### src/rtl/length_prefixed_record_ring_assert.svh
`ifndef LENGTH_PREFIXED_RECORD_RING_ASSERT_SVH
`define LENGTH_PREFIXED_RECORD_RING_ASSERT_SVH

// expr must hold in the same cycle as cond
`define LPRR_ASSERT_IMP(label, clk, rst, cond, expr) \
   label: assert property (@(posedge clk) disable iff (rst) (cond) |-> (expr)) \
      else $error("lprr: same-cycle check failed");

// expr must hold in the cycle after cond
`define LPRR_ASSERT_NEXT(label, clk, rst, cond, expr) \
   label: assert property (@(posedge clk) disable iff (rst) (cond) |=> (expr)) \
      else $error("lprr: next-cycle check failed");

`endif

### src/rtl/lprr_pkg.sv
package lprr_pkg;

   localparam int RING_BYTES_DEF = 1024;
   localparam int MAX_RECORD_DEF = 64;
   localparam int SPARE_GAP_DEF  = 1;
   localparam int HEADER_BYTES   = 4;
   localparam int MIN_RING       = 16;
   localparam int RESET_RING     = 1024;

   localparam int SIZE_REG_W = 11;
   localparam int LEN_W      = 7;
   localparam int SPACE_W    = 11;
   // wide enough for any ring size the parameter range allows
   localparam int CMD_ADDR_W = 16;
   localparam int CMD_FREE_W = 17;
   localparam int QUEUE_DEPTH = 4;

   typedef enum logic [1:0] {
      FN_PUSH_START = 2'd0,
      FN_PUSH_BYTE  = 2'd1,
      FN_POP        = 2'd2,
      FN_PEEK       = 2'd3
   } func_type;

   typedef enum logic [1:0] {
      ST_OK     = 2'd0,
      ST_REJECT = 2'd1,
      ST_EMPTY  = 2'd2
   } status_type;

   typedef enum logic [1:0] {
      OP_NOTE = 2'd0,
      OP_HDR  = 2'd1,
      OP_BYTE = 2'd2,
      OP_READ = 2'd3
   } op_type;

   typedef struct packed {
      func_type         func;
      logic [LEN_W-1:0] record_length;
      logic [7:0]       data_byte;
   } req_type;

   typedef struct packed {
      logic [1:0]         status;
      logic [7:0]         out_byte;
      logic               out_last;
      logic [LEN_W-1:0]   out_length;
      logic [SPACE_W-1:0] space_left;
   } rsp_type;

   typedef struct packed {
      op_type                op;
      status_type            status;
      logic [SPACE_W-1:0]    space;
      logic [CMD_ADDR_W-1:0] addr;
      logic [7:0]            data;
      logic                  pop;
      logic [CMD_FREE_W-1:0] free;
   } cmd_type;

   typedef struct packed {
      logic                  valid;
      logic [CMD_ADDR_W-1:0] addr;
      logic [LEN_W-1:0]      len;
   } done_type;

endpackage

### src/rtl/lprr_queue.sv
module lprr_queue import lprr_pkg::*; (
   input  logic    clock,
   input  logic    reset,
   input  logic    push,
   input  cmd_type push_data,
   input  logic    pop,
   output cmd_type head,
   output logic    empty,
   output logic    full
);

   localparam int IDX_W = $clog2(QUEUE_DEPTH);
   localparam int CNT_W = $clog2(QUEUE_DEPTH + 1);

   cmd_type           slot_ff [QUEUE_DEPTH];
   logic [IDX_W-1:0]  wr_ff, wr_in;
   logic [IDX_W-1:0]  rd_ff, rd_in;
   logic [CNT_W-1:0]  count_ff, count_in;

   assign head  = slot_ff[rd_ff];
   assign empty = (count_ff == '0);
   assign full  = (count_ff == CNT_W'(QUEUE_DEPTH));

   always_comb begin
      wr_in    = wr_ff;
      rd_in    = rd_ff;
      count_in = count_ff;
      if (push) begin
         wr_in = (wr_ff == IDX_W'(QUEUE_DEPTH - 1)) ? '0 : wr_ff + IDX_W'(1);
      end
      if (pop) begin
         rd_in = (rd_ff == IDX_W'(QUEUE_DEPTH - 1)) ? '0 : rd_ff + IDX_W'(1);
      end
      if (push && !pop) begin
         count_in = count_ff + CNT_W'(1);
      end else if (pop && !push) begin
         count_in = count_ff - CNT_W'(1);
      end
   end

   always_ff @(posedge clock) begin
      if (reset) begin
         wr_ff    <= '0;
         rd_ff    <= '0;
         count_ff <= '0;
      end else begin
         wr_ff    <= wr_in;
         rd_ff    <= rd_in;
         count_ff <= count_in;
      end
   end

   always_ff @(posedge clock) begin
      if (push) begin
         slot_ff[wr_ff] <= push_data;
      end
   end

endmodule

### config.mk
export PLATFORM = sky130hd
export DESIGN_NAME = lprr_queue
export DESIGN_NICKNAME = d
export VERILOG_FILES = /design/src/rtl/length_prefixed_record_ring_assert.svh /design/src/rtl/lprr_pkg.sv /design/src/rtl/lprr_queue.sv
export SDC_FILE = /design/constraint.sdc
export NUM_CORES = 1
export LEC_CHECK = 0
export ABC_CLOCK_PERIOD_IN_PS = 2970
export BUFFER_PORTS_ARGS = -buffer_cell sky130_fd_sc_hd__buf_2
export CAP_MARGIN = 20
export CORE_MARGIN = 8
export CORE_UTILIZATION = 50
export CTS_CLUSTER_DIAMETER = 200
export DETAILED_ROUTE_END_ITERATION = 16
export GPL_ROUTABILITY_DRIVEN = 0
export PLACE_DENSITY = 0.68
export SKIP_LAST_GASP = 1
export SYNTH_ARGS = -nofsm -noshare
export SYNTH_HDL_FRONTEND = slang
export SYNTH_SLANG_ARGS = --single-unit
### constraint.sdc
create_clock -name clock -period 2.97 [get_ports clock]
set_clock_uncertainty 0.2 [all_clocks]
set_input_delay 0.4455 -clock clock [delete_from_list [all_inputs] [get_ports clock]]
set_output_delay 0.4455 -clock clock [all_outputs]
set_load 0.01 [all_outputs]
Word-level counts from Yosys, hierarchy flattened
Memory sizes are Yosys's and may differ from the RTL's. A register that Yosys moved wholly into a read port is not among the register bits.
Cells that the tools add are included.
{"block": "totals", "reg_bits": 7, "ramBits": 228, "output_inout_bits": 59, "elab_cells": 25, "n_memories": 1}
{"memory": "slot_ff", "depth": 4, "width": 57, "read_ports": 1, "rd_ports_with_merged_regs": 1, "write_ports": 1, "line_no": "lprr_queue.sv:15", "text": "cmd_type slot_ff [QUEUE_DEPTH];"}
{"block": "op_classes", "n_addsub": 4, "eq_ne": 3, "n_mux": 8, "reduce_logical": 6}
{"operator": "2-to-1 mux 2 bit", "count": 4}
{"operator": "2-to-1 mux 3 bit", "count": 2}
{"operator": "adder 2 x 1 -> 2 bit (second input constant)", "count": 2}
{"operator": "== test 2 bit (second input constant)", "count": 2}
{"operator": "adder 3 x 1 -> 3 bit (second input constant)", "count": 1}
{"operator": "== test 3 bit (second input constant)", "count": 1}
{"operator": "logical NOT 3 bit", "count": 1}
{"operator": "subtractor 3 x 1 -> 3 bit (second input constant)", "count": 1}
{"operator": "logical AND 1 bit", "count": 2}
{"operator": "logical NOT 1 bit", "count": 2}
{"operator": "2-to-1 mux 1 bit", "count": 2}
{"operator": "nonzero test 2 bit", "count": 1}

Longest topological paths before layout
Gate-level depths: netlist of run 1.
{"block": "logic_depth", "ltp_word": 4, "depth_mapped": 7, "mapped_depth_nobuf": 7}

Worst setup path before layout of run 1
No wires, ideal clock.
{"block": "synth_timing", "path_kind": "reg-to-reg", "start": "register wr_ff[0]", "end": "memory slot_ff[3][0] in the netlist's numbering, enable pin", "setup_time_ns": 0.420, "arrival_ns": 1.898, "path_slack_ns": 0.452, "path_stages_with_launch": 3, "n_path_buf": 0, "synth_period_minus_slack_ns": 2.518, "cell_sequence": "dfxtp_1 > ha_1 > and2_1"}
{"element": "start: declaration", "line_no": "lprr_queue.sv:16", "text": "logic [IDX_W-1:0] wr_ff, wr_in;"}
{"element": "start signal: assignment", "line_no": "lprr_queue.sv:47", "text": "wr_ff <= wr_in;"}
{"element": "end: declaration", "line_no": "lprr_queue.sv:15"}
No word-level cell before the write port.

==> results of run 1 <==
synth_stat cells:
cell type	n	area, um2
buf_6	4	45.04
or3_1	1	6.260
nor3b_1	2	15.01
inv_1	4	15.01
nor3_1	1	5.000
mux2i_1	4	40.04
a21oi_1	2	10.01
fa_1	1	20.02
buf_2	4	20.02
nor2_1	7	26.28
dfxtp_1	9	180.2
ha_1	6	75.07
xor2_1	2	17.52
clkbuf_1	2	7.510
buf_4	2	15.01
mux4_2	57	1284
edfxtp_1	228	6847
and2_1	4	25.02
o21ai_0	1	5.000
area by class of cell:
type | instances | share of cell area, %
sequential | 237 | 64.29
multi-input combinational | 88 | 14.07
timing repair buffer | 184 | 12.03
clock buffer | 35 | 6.337
tap | 225 | 2.574
clock inverter | 7 | 0.5605
inverter | 4 | 0.1373
worst max-delay path by stage:
stage / depth (start not counted) / endpoint / slack (ns)
final: 3 / head[17] / 0.37
after global placement: 3 / head[1] / 0.85
after CTS: 3 / head[25] / 0.32
after global routing: 3 / head[56] / 0.28
after detailed placement: 7 / count_ff[2]$_SDFFE_PP0P_ / 0.81
after floorplan: 2 / slot_ff[3][0]$_DFFE_PP_ / 0.45
worst max-delay path: cells and delay by family (launching register included):
| kind | cells | cell delay [ns] |
|---|---|---|
| buffers and inverters | 2 | 0.48 |
| muxes | 1 | 0.38 |
| DFF | 1 | 0.57 |
cell families (layout without fill, tap and decap cells):
| logic type | after synthesis | count (layout) | share of synthesized area, % |
|---|---|---|---|
| and+or+nand+nor | 15 | 15 | 0.8959 |
| DFF | 237 | 237 | 81.16 |
| buffers and inverters | 16 | 230 | 1.185 |
| AOI/OAI and AO/OA | 3 | 3 | 0.1734 |
| adders and majority gates | 7 | 7 | 1.098 |
| muxes | 61 | 61 | 15.29 |
| xor gates and xnor gates | 2 | 2 | 0.2023 |
sequential cells by signal, summed over array words and instances, names as in the netlist, named ones only:
| register | cells |
|---|---|
| count_ff | 3 |
| rd_ff | 2 |
| slot_ff | 228 |
| wr_ff | 2 |
layer usage:
layer | GRT usage, % | share of wire (%) | vias to the layer above | wire length, um
met5 | 0 | 0 | - | 0
met4 | 4.131 | 1.6 | 0 | 261
met1 | 19.81 | 42 | 2160 | 6904
met3 | 3.241 | 5.4 | 21 | 881
met2 | 25.23 | 51 | 112 | 8254
li1 | - | - | 1845 | -
power by group through the flow:
| stage | combinational, W | sequential (W) | clock (W) |
|---|---|---|---|
| global placement | 0.000642 | 0.00394 | 0 |
| floorplan | 0.000372 | 0.00393 | 0 |
| detailed placement | 0.000651 | 0.00395 | 0 |
| CTS | 0.000715 | 0.00388 | 0.00291 |
| finish | 0.000697 | 0.00387 | 0.00285 |
| global route | 0.000760 | 0.00389 | 0.00303 |
repair_timing:
item | 4_1_cts | 5_1_grt
hold buffers | 58 | 0
setup buffers | 0 | 0
endpoints found under the hold margin | 234 | 0
through the flow:
step                instances  total power, W  hold slack, ns  util [%]  instance area [um2]
floorplan                 341        0.004305          0.2603         -                 8658
global placement          680        0.004577          0.2816     56.10                 9603
detailed placement        680        0.004597          0.2991     56.10                 9603
CTS                       780        0.007500         0.05758     63.90                10940
global route              780        0.007676         0.07605     63.90                10940
finish                    780        0.007422         0.08343     63.90                10940
==> flow_summary_export.csv, run 1 <==
group,metric,value,unit
clock_tree,clkSlewWorstSetupHoldPaths,0.06,ns
place,post-place-ws,0.8088,ns
timing,finalCritPeriodShare,87.66,%
die,dieArea,21780,um2
drt,routed_wl,16300,um
synthesis,synth_seq_cells,237,
timing,setup_violations,0,
power_and_ir_drop,vdd_drop_max,486.9,uV
power_and_ir_drop,p_clk_share,38.4,%
drt,drtIter0Drc,193,
global_route,grt_pass1_wl,25520,um
drt,firstDrtPassIters,4,
synthesis,avgSynthCellArea,25.39,um2
timing,slew_violations,0,
die,initial_utilization,50.58,%
power_and_ir_drop,power_frac_seq,52.2,%
timing,finalWorstSetupSlack,0.3664,ns
die,ios,120,
finish,antenna_cells,0,
critical_path,crit_chain,"buf_12, mux4_2, buf_2",
critical_path,rr_endpoint,"slot_ff[3][9]$_DFFE_PP_",
global_route,track_usage,15.11,%
timing,worst_slew_pin_slew,0.5119,ns
finish,layout_common_cells,"228 x edfxtp_1, 119 x buf_2, 58 x dlygate4sd3_1",
critical_path,reg2regPathDepth,3,
timing,slew_headroom,65.87,%
min_path,holdCritStartpoint,"pop",
power_and_ir_drop,power_switching_share,20.89,%
timing,fmax,384.1,MHz
critical_path,critPathMaxStageDelay,0.57,ns
job,cap_viol_max_count,0,
critical_path,required,2.32,ns
power_and_ir_drop,p_comb_share,9.4,%
global_route,antenna_found_initial,0,
clock_tree,numCtsBuffers,24,
critical_path,startpoint_type,"flip-flop",
finish,regArea,7032,um2
global_route,grt_pass1_vias,4586,
global_route,grt-ovfl-total,0,
finish,area_growth,26.33,%
critical_path,cp_slowest_cell,"dfxtp_2",
place,dp_hpwl,9451,um
min_path,min_path_cells,3,
timing,rsz0062_at_grt,"false",
clock_tree,cts_tree,"done",
die,die_w,147.6,um
power_and_ir_drop,p_int,0.005872,W
timing,finalHoldViolations,0,
die,coreArea,17120,um2
drt,ant_nets,0,
critical_path,crit_type,"flip-flop to output port",
critical_path,ff2ff_setup_slack,1.13,ns
synthesis,yosysWarnings,0,
power_and_ir_drop,p_sw,0.001550,W
finish,drive_above_1_share,39.64,%
clock_tree,cts_htree_levels,1,
synthesis,syn_inst,341,
critical_path,critPathMaxFanout,44,
clock_tree,clockBufferDepth,3,
timing,layout_min_cycle_time,2.604,ns
power_and_ir_drop,leakagePower,3.757,nW
timing,fin_tns_setup,0,ns
clock_tree,postCtsResizedCells,0,
finish,layout.nets,607,
run_status,status,"finished, final reports clean",
min_path,hp-class,"input port to flip-flop",
global_route,grt_max_degree,45,
place,io_buffers,119,
synthesis,ys_seq_area_share,81.16,%
clock_tree,insertion_delay,0.49,ns
drt,drcViolationCount,0,
synthesis,syn-cell-area,8658,um2
drt,via_per_inst,5.305,
finish,multi_input_area,1539,um2
finish,fillers,1186,
synthesis,ys_types,19,
finish,layout_commonest_cell,"edfxtp_1",
die,num_rows,48,
synthesis,syn_nets,409,
clock_tree,cts_root_buffer,"clkbuf_16",
drt,dr_total_vias,4138,
critical_path,r2r_start,"wr_ff[0]$_SDFFE_PP0P_",
die,dieHeight,147.6,um
critical_path,worstSetupEndpointType,"output port",
clock_tree,cts_sinks,237,
critical_path,arrival,1.96,ns
power_and_ir_drop,powerDensity,678.6,nW/um2
drt,post_drt_wl_per_cell,20.90,um
(Power assumes the default switching activity.)
==> run 2: changes to the inputs <==
--- a/config.mk
+++ b/config.mk
@@ -5,7 +5,7 @@
 export SDC_FILE = /design/constraint.sdc
 export NUM_CORES = 1
 export LEC_CHECK = 0
-export ABC_CLOCK_PERIOD_IN_PS = 2970
+export ABC_CLOCK_PERIOD_IN_PS = 2600
 export BUFFER_PORTS_ARGS = -buffer_cell sky130_fd_sc_hd__buf_2
 export CAP_MARGIN = 20
 export CORE_MARGIN = 8
==> constraint.sdc (replaced) <==
create_clock -name clock -period 2.6 [get_ports clock]
set_clock_uncertainty 0.2 [all_clocks]
set_input_delay 0.39 -clock clock [delete_from_list [all_inputs] [get_ports clock]]
set_output_delay 0.39 -clock clock [all_outputs]
set_load 0.01 [all_outputs]
==> flow_summary_export.csv, run 2 (synthesis gave the netlist of run 1 again) <==
group,metric,value,unit
die,die_w,147.6,um
clock_tree,cts_htree_levels,1,
critical_path,worstSetupEndpointType,"output port",
critical_path,critPathMaxFanout,9,
critical_path,arrival,1.92,ns
finish,regArea,7032,um2
die,dieHeight,147.6,um
min_path,holdCritStartpoint,"pop",
die,dieArea,21780,um2
global_route,antenna_found_initial,0,
place,dp_hpwl,10030,um
critical_path,ff2ff_setup_slack,0.78,ns
clock_tree,cts_tree,"done",
clock_tree,cts_root_buffer,"clkbuf_16",
timing,setup_violations,0,
global_route,grt-ovfl-total,0,
finish,drive_above_1_share,41.83,%
timing,worst_slew_pin_slew,0.4670,ns
critical_path,critPathCapture,"head[9]",
finish,regMostFlops,"slot_ff",
finish,antenna_cells,0,
clock_tree,clockBufferDepth,3,
min_path,min_path_cells,3,
drt,routed_wl,16440,um
place,io_buffers,119,
timing,rsz0062_at_grt,"false",
critical_path,critPathMaxStageDelay,0.52,ns
drt,dr_total_vias,4158,
timing,finalCritPeriodShare,96.40,%
clock_tree,clkSlewWorstSetupHoldPaths,0.05,ns
timing,whs,0.03868,ns
finish,reg_top3,"slot_ff: 228 flops, count_ff: 3 flops",
place,placed_area,9663,um2
drt,ant_nets,0,
clock_tree,numCtsBuffers,25,
finish,fillers,1161,
run_status,status,"finished, final reports clean",
finish,layout_commonest_cell,"edfxtp_1",
critical_path,crit_type,"flip-flop to output port",
finish,multi_input_area,1539,um2
timing,finalHoldViolations,0,
finish,area_growth,28.42,%
critical_path,r2r_start,"wr_ff[0]$_SDFFE_PP0P_",
die,initial_utilization,50.58,%
drt,via_per_inst,5.237,
critical_path,crit_chain,"buf_4, mux4_2, buf_2",
finish,layout.nets,619,
critical_path,startpoint_type,"flip-flop",
timing,slew_violations,0,
die,num_rows,48,
timing,slew_headroom,68.87,%
power_and_ir_drop,total_power,0.008873,W
finish,layout_common_cells,"228 x edfxtp_1, 119 x buf_2, 58 x dlygate4sd3_1",
global_route,grt_pass1_wl,26130,um
finish,final_cell_area,11120,um2
global_route,grt_max_degree,32,
finish,largest_reg_flops,228,
die,ios,120,
drt,drtIter0Drc,203,
clock_tree,insertion_delay,0.49,ns
drt,drcViolationCount,0,
drt,firstDrtPassIters,4,
power_and_ir_drop,leakagePower,3.870,nW
global_route,grt_pass1_vias,4651,
die,coreArea,17120,um2
critical_path,reg2regPathDepth,3,
drt,post_drt_wl_per_cell,20.71,um
global_route,track_usage,15.31,%
job,cap_viol_max_count,0,
critical_path,required,2.01,ns
power_and_ir_drop,powerDensity,798.0,nW/um2
clock_tree,cts_sinks,237,
min_path,hp-class,"input port to flip-flop",
timing,fin_tns_setup,0,ns
timing,fmax,399.0,MHz
critical_path,rr_endpoint,"slot_ff[3][54]$_DFFE_PP_",
power_and_ir_drop,vdd_drop_max,554.1,uV
critical_path,cp_slowest_cell,"mux4_2",
timing,layout_min_cycle_time,2.506,ns
## run 2: cell count changes in the layout (fill, tap and decap cells not counted), sizes merged
cell    change
buf        +11
bufinv      +4
clkbuf      -3
clkinv      +3
inv         -1
## run 2: worst min path at each step
| stage | end | slack, ns |
|---|---|---|
| 2_1_floorplan | count_ff[2]$_SDFFE_PP0P_ | 0.26 |
| 3_3_place_gp | count_ff[2]$_SDFFE_PP0P_ | 0.28 |
| 3_5_place_dp | count_ff[2]$_SDFFE_PP0P_ | 0.32 |
| 4_1_cts | rd_ff[1]$_SDFFE_PP0P_ | 0.02 |
| 5_1_grt | flip-flop | 0.04 |
| 6_report | flip-flop | 0.04 |
## run 2: layer usage
layer | up-vias | track usage [%] | routed length, um
met4 | 0 | 3.672 | 335
met2 | 112 | 26.35 | 8372
met1 | 2141 | 19.37 | 6829
met3 | 30 | 3.546 | 905
li1 | 1875 | - | -
met5 | - | 0 | 0
## run 2: repair_timing
action                                  4_1_cts  5_1_grt
buffers inserted                              3        0
endpoints found under the hold margin       237        0
gates resized for setup                       0        0
endpoints found under the setup margin       27        0
hold buffers                                 58        0
## run 2: area by class of cell
class	count	share of cell area, %
clock buffer	32	5.953
clock inverter	13	1.722
inverter	4	0.1350
multi-input combinational	88	13.84
sequential	237	63.24
tap	225	2.532
timing repair buffer	195	12.58
## run 2: report_power, final
part | switching [W] | internal, W
sequential | 0.0000549 | 0.00437
combinational | 0.000406 | 0.000410
clock | 0.00134 | 0.00229
## run 2: critical path: cells and delay by family, from the launching register on
family	cells	cell delay (ns)
buf+inv	2	0.40
flops	1	0.49
mux	1	0.52
## run 2: per-stage QoR
stage	setup slack [ns]	utilization [%]	cells
after floorplan	0.08151	-	341
after global placement	0.4909	56.45	688
after detailed placement	0.4751	56.45	688
after CTS	0.04831	64.96	794
after global routing	0.004929	64.96	794
final	0.09370	64.96	794
