<file path="config.mk">
export PLATFORM = sky130hd
export DESIGN_NAME = lprr_front
export DESIGN_NICKNAME = d
export VERILOG_FILES = /design/src/rtl/length_prefixed_record_ring_assert.svh /design/src/rtl/lprr_pkg.sv /design/src/rtl/lprr_front.sv
export SDC_FILE = /design/constraint.sdc
export NUM_CORES = 1
export LEC_CHECK = 0
export ABC_AREA = 1
export BUFFER_PORTS_ARGS = -buffer_cell sky130_fd_sc_hd__buf_2
export CAP_MARGIN = 10
export CORE_ASPECT_RATIO = 1.5
export CORE_UTILIZATION = 62
export DETAILED_ROUTE_END_ITERATION = 16
export GPL_ROUTABILITY_DRIVEN = 0
export PLACE_DENSITY = 0.86
export RECOVER_POWER = 50
export SLEW_MARGIN = 15
export SYNTH_ARGS = -nofsm -noshare
export SYNTH_HDL_FRONTEND = slang
export SYNTH_SLANG_ARGS = --single-unit
</file>
<file path="constraint.sdc">
create_clock -name clock -period 7 [get_ports clock]
set_input_delay 0.7 -clock clock [delete_from_list [all_inputs] [get_ports clock]]
set_output_delay 0.7 -clock clock [all_outputs]
set_load 0.005 [all_outputs]
</file>
<file path="src/rtl/length_prefixed_record_ring_assert.svh">
`ifndef LENGTH_PREFIXED_RECORD_RING_ASSERT_SVH
`define LENGTH_PREFIXED_RECORD_RING_ASSERT_SVH

// expr must hold in the same cycle as cond
`define LPRR_ASSERT_IMP(label, clk, rst, cond, expr) \
   label: assert property (@(posedge clk) disable iff (rst) (cond) |-> (expr)) \
      else $error("lprr: same-cycle check failed");

// expr must hold in the cycle after cond
`define LPRR_ASSERT_NEXT(label, clk, rst, cond, expr) \
   label: assert property (@(posedge clk) disable iff (rst) (cond) |=> (expr)) \
      else $error("lprr: next-cycle check failed");

`endif

</file>
<file path="src/rtl/lprr_pkg.sv">
package lprr_pkg;

   localparam int RING_BYTES_DEF = 1024;
   localparam int MAX_RECORD_DEF = 64;
   localparam int SPARE_GAP_DEF  = 1;
   localparam int HEADER_BYTES   = 4;
   localparam int MIN_RING       = 16;
   localparam int RESET_RING     = 1024;

   localparam int SIZE_REG_W = 11;
   localparam int LEN_W      = 7;
   localparam int SPACE_W    = 11;
   // wide enough for any ring size the parameter range allows
   localparam int CMD_ADDR_W = 16;
   localparam int CMD_FREE_W = 17;
   localparam int QUEUE_DEPTH = 4;

   typedef enum logic [1:0] {
      FN_PUSH_START = 2'd0,
      FN_PUSH_BYTE  = 2'd1,
      FN_POP        = 2'd2,
      FN_PEEK       = 2'd3
   } func_type;

   typedef enum logic [1:0] {
      ST_OK     = 2'd0,
      ST_REJECT = 2'd1,
      ST_EMPTY  = 2'd2
   } status_type;

   typedef enum logic [1:0] {
      OP_NOTE = 2'd0,
      OP_HDR  = 2'd1,
      OP_BYTE = 2'd2,
      OP_READ = 2'd3
   } op_type;

   typedef struct packed {
      func_type         func;
      logic [LEN_W-1:0] record_length;
      logic [7:0]       data_byte;
   } req_type;

   typedef struct packed {
      logic [1:0]         status;
      logic [7:0]         out_byte;
      logic               out_last;
      logic [LEN_W-1:0]   out_length;
      logic [SPACE_W-1:0] space_left;
   } rsp_type;

   typedef struct packed {
      op_type                op;
      status_type            status;
      logic [SPACE_W-1:0]    space;
      logic [CMD_ADDR_W-1:0] addr;
      logic [7:0]            data;
      logic                  pop;
      logic [CMD_FREE_W-1:0] free;
   } cmd_type;

   typedef struct packed {
      logic                  valid;
      logic [CMD_ADDR_W-1:0] addr;
      logic [LEN_W-1:0]      len;
   } done_type;

endpackage

</file>
<file path="src/rtl/lprr_front.sv">
module lprr_front import lprr_pkg::*; #(
   parameter int RING_BYTES = RING_BYTES_DEF,
   parameter int MAX_RECORD = MAX_RECORD_DEF,
   parameter int SPARE_GAP  = SPARE_GAP_DEF
) (
   input  logic                              clock,
   input  logic                              reset,
   input  logic                              start,
   input  req_type                           req_data,
   output logic                              busy,
   input  logic                              cfg_write,
   input  logic [SIZE_REG_W-1:0]             cfg_data,
   input  done_type                          done,
   input  logic                              q_full,
   output logic                              q_push,
   output cmd_type                           q_cmd,
   output logic [$clog2(RING_BYTES+1)-1:0]   ring_size_eff,
   output logic                              pop_wait
);

   localparam int PTR_W    = $clog2(RING_BYTES);
   localparam int SIZE_W   = $clog2(RING_BYTES + 1);
   localparam int WIDE_W   = SIZE_W + 8;
   localparam int RESERVE  = SPARE_GAP + HEADER_BYTES;
   localparam int SIZE_RST = (RING_BYTES < RESET_RING) ? RING_BYTES : RESET_RING;

   logic [SIZE_W-1:0] size_ff, size_in;
   logic [PTR_W-1:0]  front_ff, front_in;
   logic [PTR_W-1:0]  back_ff, back_in;
   logic [PTR_W-1:0]  write_ff, write_in;
   logic [LEN_W-1:0]  pending_ff, pending_in;
   logic [LEN_W:0]    rec_ff, rec_in;
   logic [SIZE_W-1:0] free_ff, free_in;
   logic              wait_ff, wait_in;

   logic              accept;
   logic [SIZE_W-1:0] size_req;
   logic [WIDE_W-1:0] size_w, free_w, space_now, commit_free;
   logic [WIDE_W-1:0] hdr_sum, wr_sum;
   logic [PTR_W-1:0]  hdr_end, write_nxt;
   logic              reject;

   function automatic logic [WIDE_W-1:0] space_of(input logic [WIDE_W-1:0] f);
      space_of = (f > WIDE_W'(RESERVE)) ? f - WIDE_W'(RESERVE) : '0;
   endfunction

   assign accept        = start && !busy;
   assign busy          = wait_ff || q_full;
   assign pop_wait      = wait_ff;
   assign ring_size_eff = size_ff;

   always_comb begin
      if (32'(cfg_data) < MIN_RING) begin
         size_req = SIZE_W'(MIN_RING);
      end else if (32'(cfg_data) > RING_BYTES) begin
         size_req = SIZE_W'(RING_BYTES);
      end else begin
         size_req = SIZE_W'(cfg_data);
      end
   end

   always_comb begin
      size_w      = WIDE_W'(size_ff);
      free_w      = WIDE_W'(free_ff);
      space_now   = space_of(free_w);
      commit_free = free_w - WIDE_W'(rec_ff);
      hdr_sum     = WIDE_W'(back_ff) + WIDE_W'(HEADER_BYTES);
      if (hdr_sum >= size_w) begin
         hdr_sum = hdr_sum - size_w;
      end
      hdr_end = PTR_W'(hdr_sum);
      wr_sum  = WIDE_W'(write_ff) + WIDE_W'(1);
      if (wr_sum >= size_w) begin
         wr_sum = '0;
      end
      write_nxt = PTR_W'(wr_sum);
      reject = (req_data.record_length == '0)
            || (32'(req_data.record_length) > MAX_RECORD)
            || (WIDE_W'(req_data.record_length) > space_now);
   end

   always_comb begin
      size_in    = size_ff;
      front_in   = front_ff;
      back_in    = back_ff;
      write_in   = write_ff;
      pending_in = pending_ff;
      rec_in     = rec_ff;
      free_in    = free_ff;
      wait_in    = wait_ff;
      q_push     = 1'b0;
      q_cmd      = '0;
      q_cmd.op   = OP_NOTE;
      q_cmd.status = ST_OK;
      q_cmd.space  = SPACE_W'(space_now);

      if (done.valid) begin
         front_in = PTR_W'(done.addr);
         free_in  = SIZE_W'(free_w + WIDE_W'(done.len) + WIDE_W'(HEADER_BYTES));
         wait_in  = 1'b0;
      end

      if (accept) begin
         q_push = 1'b1;
         case (req_data.func)
            FN_PUSH_START: begin
               pending_in = '0;
               if (reject) begin
                  q_cmd.status = ST_REJECT;
               end else begin
                  q_cmd.op   = OP_HDR;
                  q_cmd.addr = CMD_ADDR_W'(back_ff);
                  q_cmd.data = 8'(req_data.record_length);
                  write_in   = hdr_end;
                  pending_in = req_data.record_length;
                  rec_in     = (LEN_W + 1)'(req_data.record_length)
                             + (LEN_W + 1)'(HEADER_BYTES);
               end
            end
            FN_PUSH_BYTE: begin
               if (pending_ff == '0) begin
                  q_cmd.status = ST_REJECT;
               end else begin
                  q_cmd.op   = OP_BYTE;
                  q_cmd.addr = CMD_ADDR_W'(write_ff);
                  q_cmd.data = req_data.data_byte;
                  write_in   = write_nxt;
                  pending_in = pending_ff - LEN_W'(1);
                  // last payload byte: commit the record
                  if (pending_ff == LEN_W'(1)) begin
                     back_in     = write_nxt;
                     free_in     = SIZE_W'(commit_free);
                     q_cmd.space = SPACE_W'(space_of(commit_free));
                  end
               end
            end
            FN_POP, FN_PEEK: begin
               if (front_ff == back_ff) begin
                  q_cmd.status = ST_EMPTY;
               end else begin
                  q_cmd.op   = OP_READ;
                  q_cmd.addr = CMD_ADDR_W'(front_ff);
                  q_cmd.pop  = (req_data.func == FN_POP);
                  q_cmd.free = CMD_FREE_W'(free_ff);
                  // hold off further requests until the new front is known
                  if (req_data.func == FN_POP) begin
                     wait_in = 1'b1;
                  end
               end
            end
            default: begin
               q_cmd.status = ST_REJECT;
            end
         endcase
      end

      if (cfg_write) begin
         size_in    = size_req;
         front_in   = '0;
         back_in    = '0;
         write_in   = '0;
         pending_in = '0;
         free_in    = size_req;
         wait_in    = 1'b0;
      end
   end

   always_ff @(posedge clock) begin
      if (reset) begin
         size_ff    <= SIZE_W'(SIZE_RST);
         front_ff   <= '0;
         back_ff    <= '0;
         write_ff   <= '0;
         pending_ff <= '0;
         free_ff    <= SIZE_W'(SIZE_RST);
         wait_ff    <= 1'b0;
      end else begin
         size_ff    <= size_in;
         front_ff   <= front_in;
         back_ff    <= back_in;
         write_ff   <= write_in;
         pending_ff <= pending_in;
         free_ff    <= free_in;
         wait_ff    <= wait_in;
      end
   end

   always_ff @(posedge clock) begin
      rec_ff <= rec_in;
   end

endmodule

</file>
After elaboration in Yosys (flattened, before gate mapping)
Cells that the tools add are included.
{"block": "totals", "reg_bits": 68, "inputBits": 57, "output_inout_bits": 71, "wordCells": 91}
{"block": "classes", "add_sub_neg": 10, "order_cmp": 8, "eq_ne": 7, "n_mux": 41, "bitwise_logic": 2, "n_reduce_logical": 15}
{"op": "2-to-1 mux 11 bit", "count": 11}
{"op": "2-to-1 mux 57 bit", "count": 1}
{"op": "2-to-1 mux 18 bit", "count": 3}
{"op": "2-to-1 mux 10 bit", "count": 5}
{"op": "one-hot mux 16 bit (3 select lines)", "count": 1}
{"op": "2-to-1 mux 35 bit", "count": 1}
{"op": "greater-or-equal comparator 11 bit", "count": 2}
{"op": "one-hot mux 10 bit (2 select lines)", "count": 1}
{"op": "> comparator 19 x 3 -> 1 bit, second input constant", "count": 1}
{"op": "> comparator 7 x 19 -> 1 bit", "count": 1}
{"op": "2-to-1 mux 19 bit", "count": 1}
{"op": "one-hot mux 8 bit (2 select lines)", "count": 1}
{"op": "zero test 7 bit", "count": 2}
{"op": "2-to-1 mux 7 bit", "count": 2}
{"op": "one-hot mux 7 bit (2 select lines)", "count": 1}
{"op": "one-hot mux 4 bit (3 select lines)", "count": 1}
{"op": "subtractor 11 x 3 -> 12 bit, second input constant", "count": 1}
{"op": "subtractor 11 x 8 -> 12 bit", "count": 1}
{"op": "adder 10 x 1 -> 11 bit, second input constant", "count": 1}
{"op": "adder 10 x 3 -> 11 bit, second input constant", "count": 1}
{"op": "adder 11 x 3 -> 11 bit, second input constant", "count": 1}
{"op": "adder 11 x 7 -> 11 bit", "count": 1}
{"op": "> comparator 11 bit, second input constant", "count": 1}
{"op": "> comparator 11 x 3 -> 1 bit, second input constant", "count": 1}
{"op": "other kinds (22)", "count": 40}

Logic depth before layout (Yosys ltp)
Gate-level depths: netlist of the first run.
{"block": "logic_depth", "word_depth": 8, "ltp_mapped": 23, "mapped_depth_nobuf": 23}

Worst setup path after synthesis of the first run
No wires, ideal clock.
{"block": "synth_timing", "kind": "reg-to-output", "startpoint": "register free_ff[1]", "endpoint": "output q_cmd[27] in the netlist's numbering", "arrival_time_ns": 2.712, "required_ns": 6.300, "setup_slack_ns": 3.588, "stages_incl_launch_ff": 23, "n_path_buf": 1, "path_cell_list": "dfxtp_1 inv_1 ha_1 inv_1 nand2_1 or2_0 nand3_2 inv_1 nor3_1 inv_1 ha_1 nand2_1 nor2_1 nand2_1 nand3_1 nand2_1 nor2_2 nand2_2 nand2_2 nand2_2 nand2_1 buf_2 nor2_1"}
{"element": "start: declaration", "line": "lprr_front.sv:33", "text": "logic [SIZE_W-1:0] free_ff, free_in;"}
{"element": "start signal: assignment", "line": "lprr_front.sv:175", "text": "free_ff <= SIZE_W'(SIZE_RST);"}
{"element": "start signal: assignment", "line": "lprr_front.sv:183", "text": "free_ff <= free_in;"}
{"element": "end: declaration", "line": "lprr_front.sv:16", "text": "output cmd_type q_cmd,"}

==> results of run 1 <==
-- power by group --
group	internal (mW)	switching (mW)	leakage [nW]
clock network	0.280	0.174	0.147
logic	0.129	0.237	3.19
registers	0.406	0.0163	0.558
-- sequential cells by signal, indices dropped and copies added, names as in the netlist --
| name | cells |
|---|---|
| free_ff | 11 |
| rec_ff | 8 |
| write_ff | 10 |
| front_ff | 10 |
| pending_ff | 7 |
| ring_size_eff | 11 |
| back_ff | 10 |
| pop_wait | 1 |
-- synthesized netlist by cell type --
cell type	instances	area share, %
and3_1	1	0.093
xor2_1	34	4.4
nor2_2	5	0.46
o21a_1	1	0.11
nor3b_1	1	0.11
nand3_2	1	0.15
nand4_1	28	2.6
clkbuf_1	23	1.3
and2_1	1	0.093
buf_6	1	0.17
inv_2	2	0.11
o21ai_1	8	0.59
nor2_4	2	0.33
nor2_1	131	7.3
edfxtp_1	8	3.6
o31ai_1	1	0.11
buf_2	8	0.59
nand3_1	81	6.0
a31oi_1	5	0.46
conb_1	1	0.056
fa_1	3	0.89
buf_4	13	1.4
a21oi_1	74	5.5
dfxtp_1	60	18
xnor2_1	6	0.78
o22ai_1	19	1.8
a211oi_1	6	0.67
ha_1	61	11
buf_1	2	0.11
or2_0	1	0.093
clkinv_1	2	0.11
nor4_1	3	0.28
o21ai_0	61	4.5
or2_2	7	0.65
nor3_1	15	1.1
nand2_1	264	15
inv_1	143	8.0
nand2_2	6	0.56
o211ai_1	7	0.78
nand3b_1	4	0.44
-- worst min-delay path by stage --
stage                                       to                       start
global placement    pending_ff[2]$_SDFFE_PP0P_  pending_ff[2]$_SDFFE_PP0P_
detailed placement  pending_ff[2]$_SDFFE_PP0P_  pending_ff[2]$_SDFFE_PP0P_
finish                front_ff[7]$_SDFFE_PP0P_    front_ff[7]$_SDFFE_PP0P_
floorplan           pending_ff[4]$_SDFFE_PP0P_  pending_ff[4]$_SDFFE_PP0P_
global route          front_ff[9]$_SDFFE_PP0P_    front_ff[9]$_SDFFE_PP0P_
CTS                   front_ff[9]$_SDFFE_PP0P_    front_ff[9]$_SDFFE_PP0P_
-- kinds of logic after synthesis --
kind of cell / Yosys count / share of synthesized area [%]
buf+inv: 194 / 11.8
fa+ha+maj: 64 / 12.2
xor+xnor: 40 / 5.19
flops: 68 / 21.4
other cells: 1 / 0.0556
compound gates: 182 / 14.5
simple gates: 551 / 34.9
-- area by class of cell --
class / count / area share (%)
clock buffer: 13 / 3.73
clock inverter: 3 / 0.232
inverter: 147 / 7.32
multi-input combinational: 849 / 60.3
sequential: 68 / 19.1
tap: 144 / 2.39
timing repair buffer: 111 / 6.95
-- metrics by stage --
stage	power (mW)	instance area [um^2]	hold slack (ns)	setup slack, ns	std cells
detailed placement	0.788	7290	0.474	2.52	1319
global placement	0.780	7290	0.467	2.62	1319
global route	1.31	7540	0.525	1.42	1335
floorplan	0.688	6790	0.455	3.59	1111
CTS	1.24	7590	0.492	2.12	1335
finish	1.24	7540	0.495	1.69	1335
-- cells in the final DEF, fill, tap and decap left out, drive strengths merged --
cell	count
edfxtp	8
a31oi	5
and2	1
nand4	28
o21a	1
a211oi	6
xor2	34
clkbuf	39
dfxtp	60
nor3b	1
nand3b	4
inv	145
nor2	138
a21oi	74
clkinv	4
o22ai	19
fa	3
nand2	270
xnor2	6
clkinvlp	1
nand3	82
conb	12
and3	1
o21ai	69
ha	61
buf	85
nor4	3
or2	8
o31ai	1
o211ai	7
nor3	15
-- worst max-delay path, cell delays in order --
cell and delay [ns]:
clkbuf_1 0.15, nor2_1 0.13, clkbuf_1 0.90, inv_1 0.48
nor2_1 0.28, nand2_1 0.42, inv_1 0.89, nand2_2 0.23
o21ai_0 0.26, buf_2 0.15
-- metal layers --
metal | GRT usage (%) | wire length [um] | share of wire, %
met5 | 0 | 0 | 0
met1 | 38.5 | 7320 | 36
met4 | 31.4 | 1670 | 8.1
met2 | 65.7 | 10300 | 50
met3 | 8.48 | 1260 | 6.1
==> metrics.md, run 1 <==
| Metric | Value |
|---|---|
| Status | completed |
| Hold WC Path Type | flop to flop |
| Worst setup path class | input pin to output pin |
| Final TNS setup | 0 ns |
| Synth Warn # | 0 |
| Site row count | 46 |
| Hpwl dp | 15,900 um |
| Fraction of layout instances using a drive strength above 1 | 10.2% |
| I/O pins | 128 |
| I/O Buffers | 109 |
| Fmax achieved | 188 MHz |
| First-pass GRT wire length | 33,200 um |
| Worst-path clk slew | 0.05 ns |
| Largest net degree at the start of global routing | 33 |
| Multi-input gate area | 4550 um^2 |
| Hold Vio Cnt, Final | 0 |
| Pre-Repair DR Iteration Count | 6 |
| Register area | 1440 um^2 |
| Fin. max-slew vios | 0 |
| Syn Inst Count | 1,100 |
| Total CTS buffers | 9 |
| Crit-path max FO | 32 |
| Final #Nets | between 1,000 and 1,500 |
| Reg2Reg Depth | 18 |
| Die X | 87.2 um |
| Starting Density | approximately 64% |
| Max-Cap Viols | 0 |
| Reg2reg setup slack | between 2 and 3 ns |
| CTS H-tree lvls | 3 |
| Worst slew margin | between 10% and 20% |
| CTS resizes | 0 |
| Worst setup path startpoint | req_data[16] |
| DRC | 0 |
| Root buffer cell | clkbuf_16 |
| Final core occ | 71.2% |
| Setup violators final | 0 |
| Fillers | 1,000 |
| Initial antenna violation count | 0 |
| # diodes | 0 |
| Seq/Total Area, Yosys | 21.4% |
| CTS tree | yes |
| Startpoint types | input pin |
| Endpoint of the worst register-to-register path | rec_ff[1]$_DFFE_PP_ |
| DR vias/cell | 5.72 |
| Routed len/inst | 15.4 um |
| Total clock sinks | 68 |
| Clock Latency Late Sink | roughly 0.34 ns |
| Setup bufs post-CTS | 0 |
| Actual slew at the worst max-slew pin | 1.22 ns |
| Crit end category | output pin |
| Minimum clock period | 5.31 ns |
| Die area | 11,300 um^2 |
| Die height | 130 um |
| Core area | 10,600 um^2 |
| Gr ovfl total | 0 |
| Worst hold stages | 2 |
| Worst flop-to-flop path startpoint | free_ff[1]$_SDFF_PP0_ |
| Area growth syn-to-layout | 11.7% |
| RSZ-0062 raised after global routing | false |
| Via count | 7,640 |
| Vias in the first global route | 7,181 |
| Pwr dens | 165 nW/um^2 |
| Critical path arrival | 4.61 ns |
| Critical path required time | 6.30 ns |
| Crit path to | q_cmd[43] |
| Tcrit/Tclk final | 75.9% |
| Initial drt markers | 563 |
| Leak Pwr | 3.90 nW |
| Post-synthesis cell type count | 40 |
| Worst clock skew | 0.00433 ns |
| Routed WL | just over 20,000 um |
| Remaining antenna violation count | 0 |
| Worst IR Drop VDD | 0.000133 V |
| Synth Area per Inst | 6.14 um^2 |
| #FFs+latches synth | 68 |
| Post-Synthesis Cell Area | 6750 um^2 |
| Hold buffers post-CTS | 0 |
| Clk buf depth | 2 |
| GRT Total Usage | a little under two fifths |
Power figures use the tool's default switching activity.
==> run 2: changes to the inputs <==
--- a/config.mk
+++ b/config.mk
@@ -9,10 +9,10 @@
 export BUFFER_PORTS_ARGS = -buffer_cell sky130_fd_sc_hd__buf_2
 export CAP_MARGIN = 10
 export CORE_ASPECT_RATIO = 1.5
-export CORE_UTILIZATION = 62
+export CORE_UTILIZATION = 57
 export DETAILED_ROUTE_END_ITERATION = 16
 export GPL_ROUTABILITY_DRIVEN = 0
-export PLACE_DENSITY = 0.86
+export PLACE_DENSITY = 0.8
 export RECOVER_POWER = 50
 export SLEW_MARGIN = 15
 export SYNTH_ARGS = -nofsm -noshare
==> constraint.sdc (replaced) <==
create_clock -name clock -period 5.3 [get_ports clock]
set_input_delay 0.53 -clock clock [delete_from_list [all_inputs] [get_ports clock]]
set_output_delay 0.53 -clock clock [all_outputs]
set_load 0.005 [all_outputs]
==> run 2 against run 1 <==
Final cell count up 0.52%. Largest cell class unchanged. Non-clock buffer count up 1. Global-route usage down 4.9 points. Worst setup slack worse by 0.93 ns. Sequential cell count unchanged. Sequential power up 32%. Register-to-register slack worse by 1.3 ns. Power up 30%. Via count down 1.7%. Largest power group unchanged. Routed wire length down 1.9%. Combinational power up 32%.
==> metrics.md, run 2 (synthesized netlist as in run 1, its figures left out) <==
| Metric | Value |
|---|---|
| Hpwl dp | 16,200 um (was 15,900 um) |
| Pwr dens | 214 nW/um^2 (was 165 nW/um^2) |
| Fin. max-slew vios | 0 (unchanged) |
| Critical path arrival | 4.01 ns (was 4.61 ns) |
| Worst-path clk slew | 0.05 ns (about the same) |
| RSZ-0062 raised after global routing | false (unchanged) |
| Hold WC Path Type | input pin to flop (was flop to flop) |
| Critical path, cell by cell | clkbuf_1 -> nor2_2 -> buf_4 -> inv_1 -> nor2_1 -> nand2_1 -> inv_1 -> clkbuf_1 -> nor2_1 -> nand3_1 -> o21ai_0 -> buf_2 (was clkbuf_1 -> nor2_1 -> clkbuf_1 -> inv_1 -> nor2_1 -> nand2_1 -> inv_1 -> nand2_2 -> o21ai_0 -> buf_2) |
| Total CTS buffers | 9 (unchanged) |
| Hold buffers post-CTS | 0 (unchanged) |
| Worst clock skew | 0.00679 ns (was 0.00433 ns) |
| Critical path required time | 4.77 ns (was 6.30 ns) |
| Initial drt markers | 502 (was 563) |
| Worst slew margin | 2.44% (was 18.4%) |
| Fillers | 1,160 (was 1,000) |
| Max-Cap Viols | 0 (unchanged) |
| Site row count | 48 (was 46) |
| I/O pins | 128 (unchanged) |
| Smallest hold slack | 0.443 ns (was 0.495 ns) |
| Die X | 90.9 um (was 87.2 um) |
| Crit-path max FO | 32 (unchanged) |
| Routed len/inst | 15.0 um (was 15.4 um) |
| Most frequent cells in the layout | nand2_1 (264), inv_1 (143), nor2_1 (132) (was nand2_1 (264), inv_1 (143), nor2_1 (133)) |
| Clk buf depth | 2 (unchanged) |
| Worst setup path class | input pin to output pin (unchanged) |
| CTS resizes | 0 (unchanged) |
| Fmax achieved | 220 MHz |
| Starting Density | 58.5% (was 63.7%) |
| CTS H-tree lvls | 3 (unchanged) |
| Status | completed (unchanged) |
| Root buffer cell | clkbuf_16 (unchanged) |
| Tcrit/Tclk final | 85.7% |
| Setup violators final | 0 (unchanged) |
| Startpoint types | input pin (unchanged) |
| Gr ovfl total | 0 (unchanged) |
| Leak Pwr | 3.92 nW (was 3.90 nW) |
| DRC | 0 (unchanged) |
| Fraction of layout instances using a drive strength above 1 | 11.0% (was 10.2%) |
| Die height | 135 um (was 130 um) |
| Via count | 7,511 (was 7,640) |
| Worst IR Drop VDD | 0.000179 V (was 0.000133 V) |
| # diodes | 0 (unchanged) |
| I/O Buffers | 109 (unchanged) |
| Vias in the first global route | 6,823 (was 7,181) |
| Total clock sinks | 68 (unchanged) |
| Final TNS setup | 0 ns (unchanged) |
| Actual slew at the worst max-slew pin | 1.46 ns (was 1.22 ns) |
| Remaining antenna violation count | 0 (unchanged) |
| First-pass GRT wire length | 32,000 um (was 33,200 um) |
| GRT Total Usage | 33.0% (was 37.9%) |
| Routed WL | 20,200 um (was 20,600 um) |
| Crit end category | output pin (unchanged) |
| Initial antenna violation count | 0 (unchanged) |
| Commonest non-fill, non-tap cell in the layout | nand2_1 (unchanged) |
| Pre-Repair DR Iteration Count | 6 (unchanged) |
| Core area | 11,500 um^2 (was 10,600 um^2) |
| Hold Vio Cnt, Final | 0 (unchanged) |
| Largest net degree at the start of global routing | 33 (unchanged) |
| Crit-path max cell delay | 1.08 ns (was 0.90 ns) |
| CP max stage cell | clkbuf_1 (unchanged) |
| Area growth syn-to-layout | 11.9% (was 11.7%) |
| Minimum clock period | 4.54 ns |
| DR vias/cell | 5.60 (was 5.72) |
| Final #Nets | 1,308 (was 1,307) |
| Die area | 12,300 um^2 (was 11,300 um^2) |
| CTS tree | yes (unchanged) |
| Setup bufs post-CTS | 0 (unchanged) |
| Clock Latency Late Sink | 0.33 ns (was 0.34 ns) |
run 2: critical path, delay by kind of cell:
kind                   cells  cell delay, ns
AOI/OAI and AO/OA          1            0.10
buffers and inverters      6            2.04
and+or+nand+nor            5            1.31
run 2: path summary, 6_finish.rpt:
path	start	to	slack, ns	depth (start not counted)
setup / recovery	req_data[16]	q_cmd[50]	0.76	12
hold / removal	done[11]	front_ff[4]$_SDFFE_PP0P_	0.44	3
setup reg to reg	free_ff[1]$_SDFF_PP0_	rec_ff[1]$_DFFE_PP_	1.39	18
hold reg to reg	front_ff[8]$_SDFFE_PP0P_	front_ff[8]$_SDFFE_PP0P_	0.49	2
run 2: cell type report:
| cell class | count | area [um^2] | share of cell area [%] |
|---|---|---|---|
| multi-input cells | 849 | 4550 | 60.2 |
| flip-flops and latches | 68 | 1440 | 19.1 |
| inverters | 147 | 552 | 7.30 |
| repair buffers | 112 | 542 | 7.17 |
| clock buffers | 11 | 233 | 3.08 |
| well taps | 150 | 188 | 2.48 |
| clock inverters | 5 | 52.6 | 0.695 |
run 2: power by group:
group	switching, mW	internal (mW)
clock network	0.216	0.361
logic	0.310	0.170
registers	0.0202	0.537
total	0.545	1.07
run 2: per-layer routing:
layer	global-route usage, %	wire length [um]	up-vias
met2	61.7	10500	297
met5	0	0	-
met3	4.04	905	81
met4	22.8	1360	0
met1	34.0	7440	3384
li1	-	-	3749
run 2: metrics by stage:
| stage | setup slack [ns] | util, % | power (mW) | area (um^2) | cells |
|---|---|---|---|---|---|
| final | 0.757 | 65.5 | 1.61 | 7560 | 1342 |
| after floorplan | 2.06 | - | 0.908 | 6790 | 1111 |
| after CTS | 0.815 | 65.8 | 1.62 | 7590 | 1342 |
| after global placement | 1.31 | 63.4 | 1.03 | 7310 | 1326 |
| after global routing | 0.436 | 65.5 | 1.70 | 7560 | 1342 |
| after detailed placement | 1.19 | 63.4 | 1.04 | 7310 | 1326 |
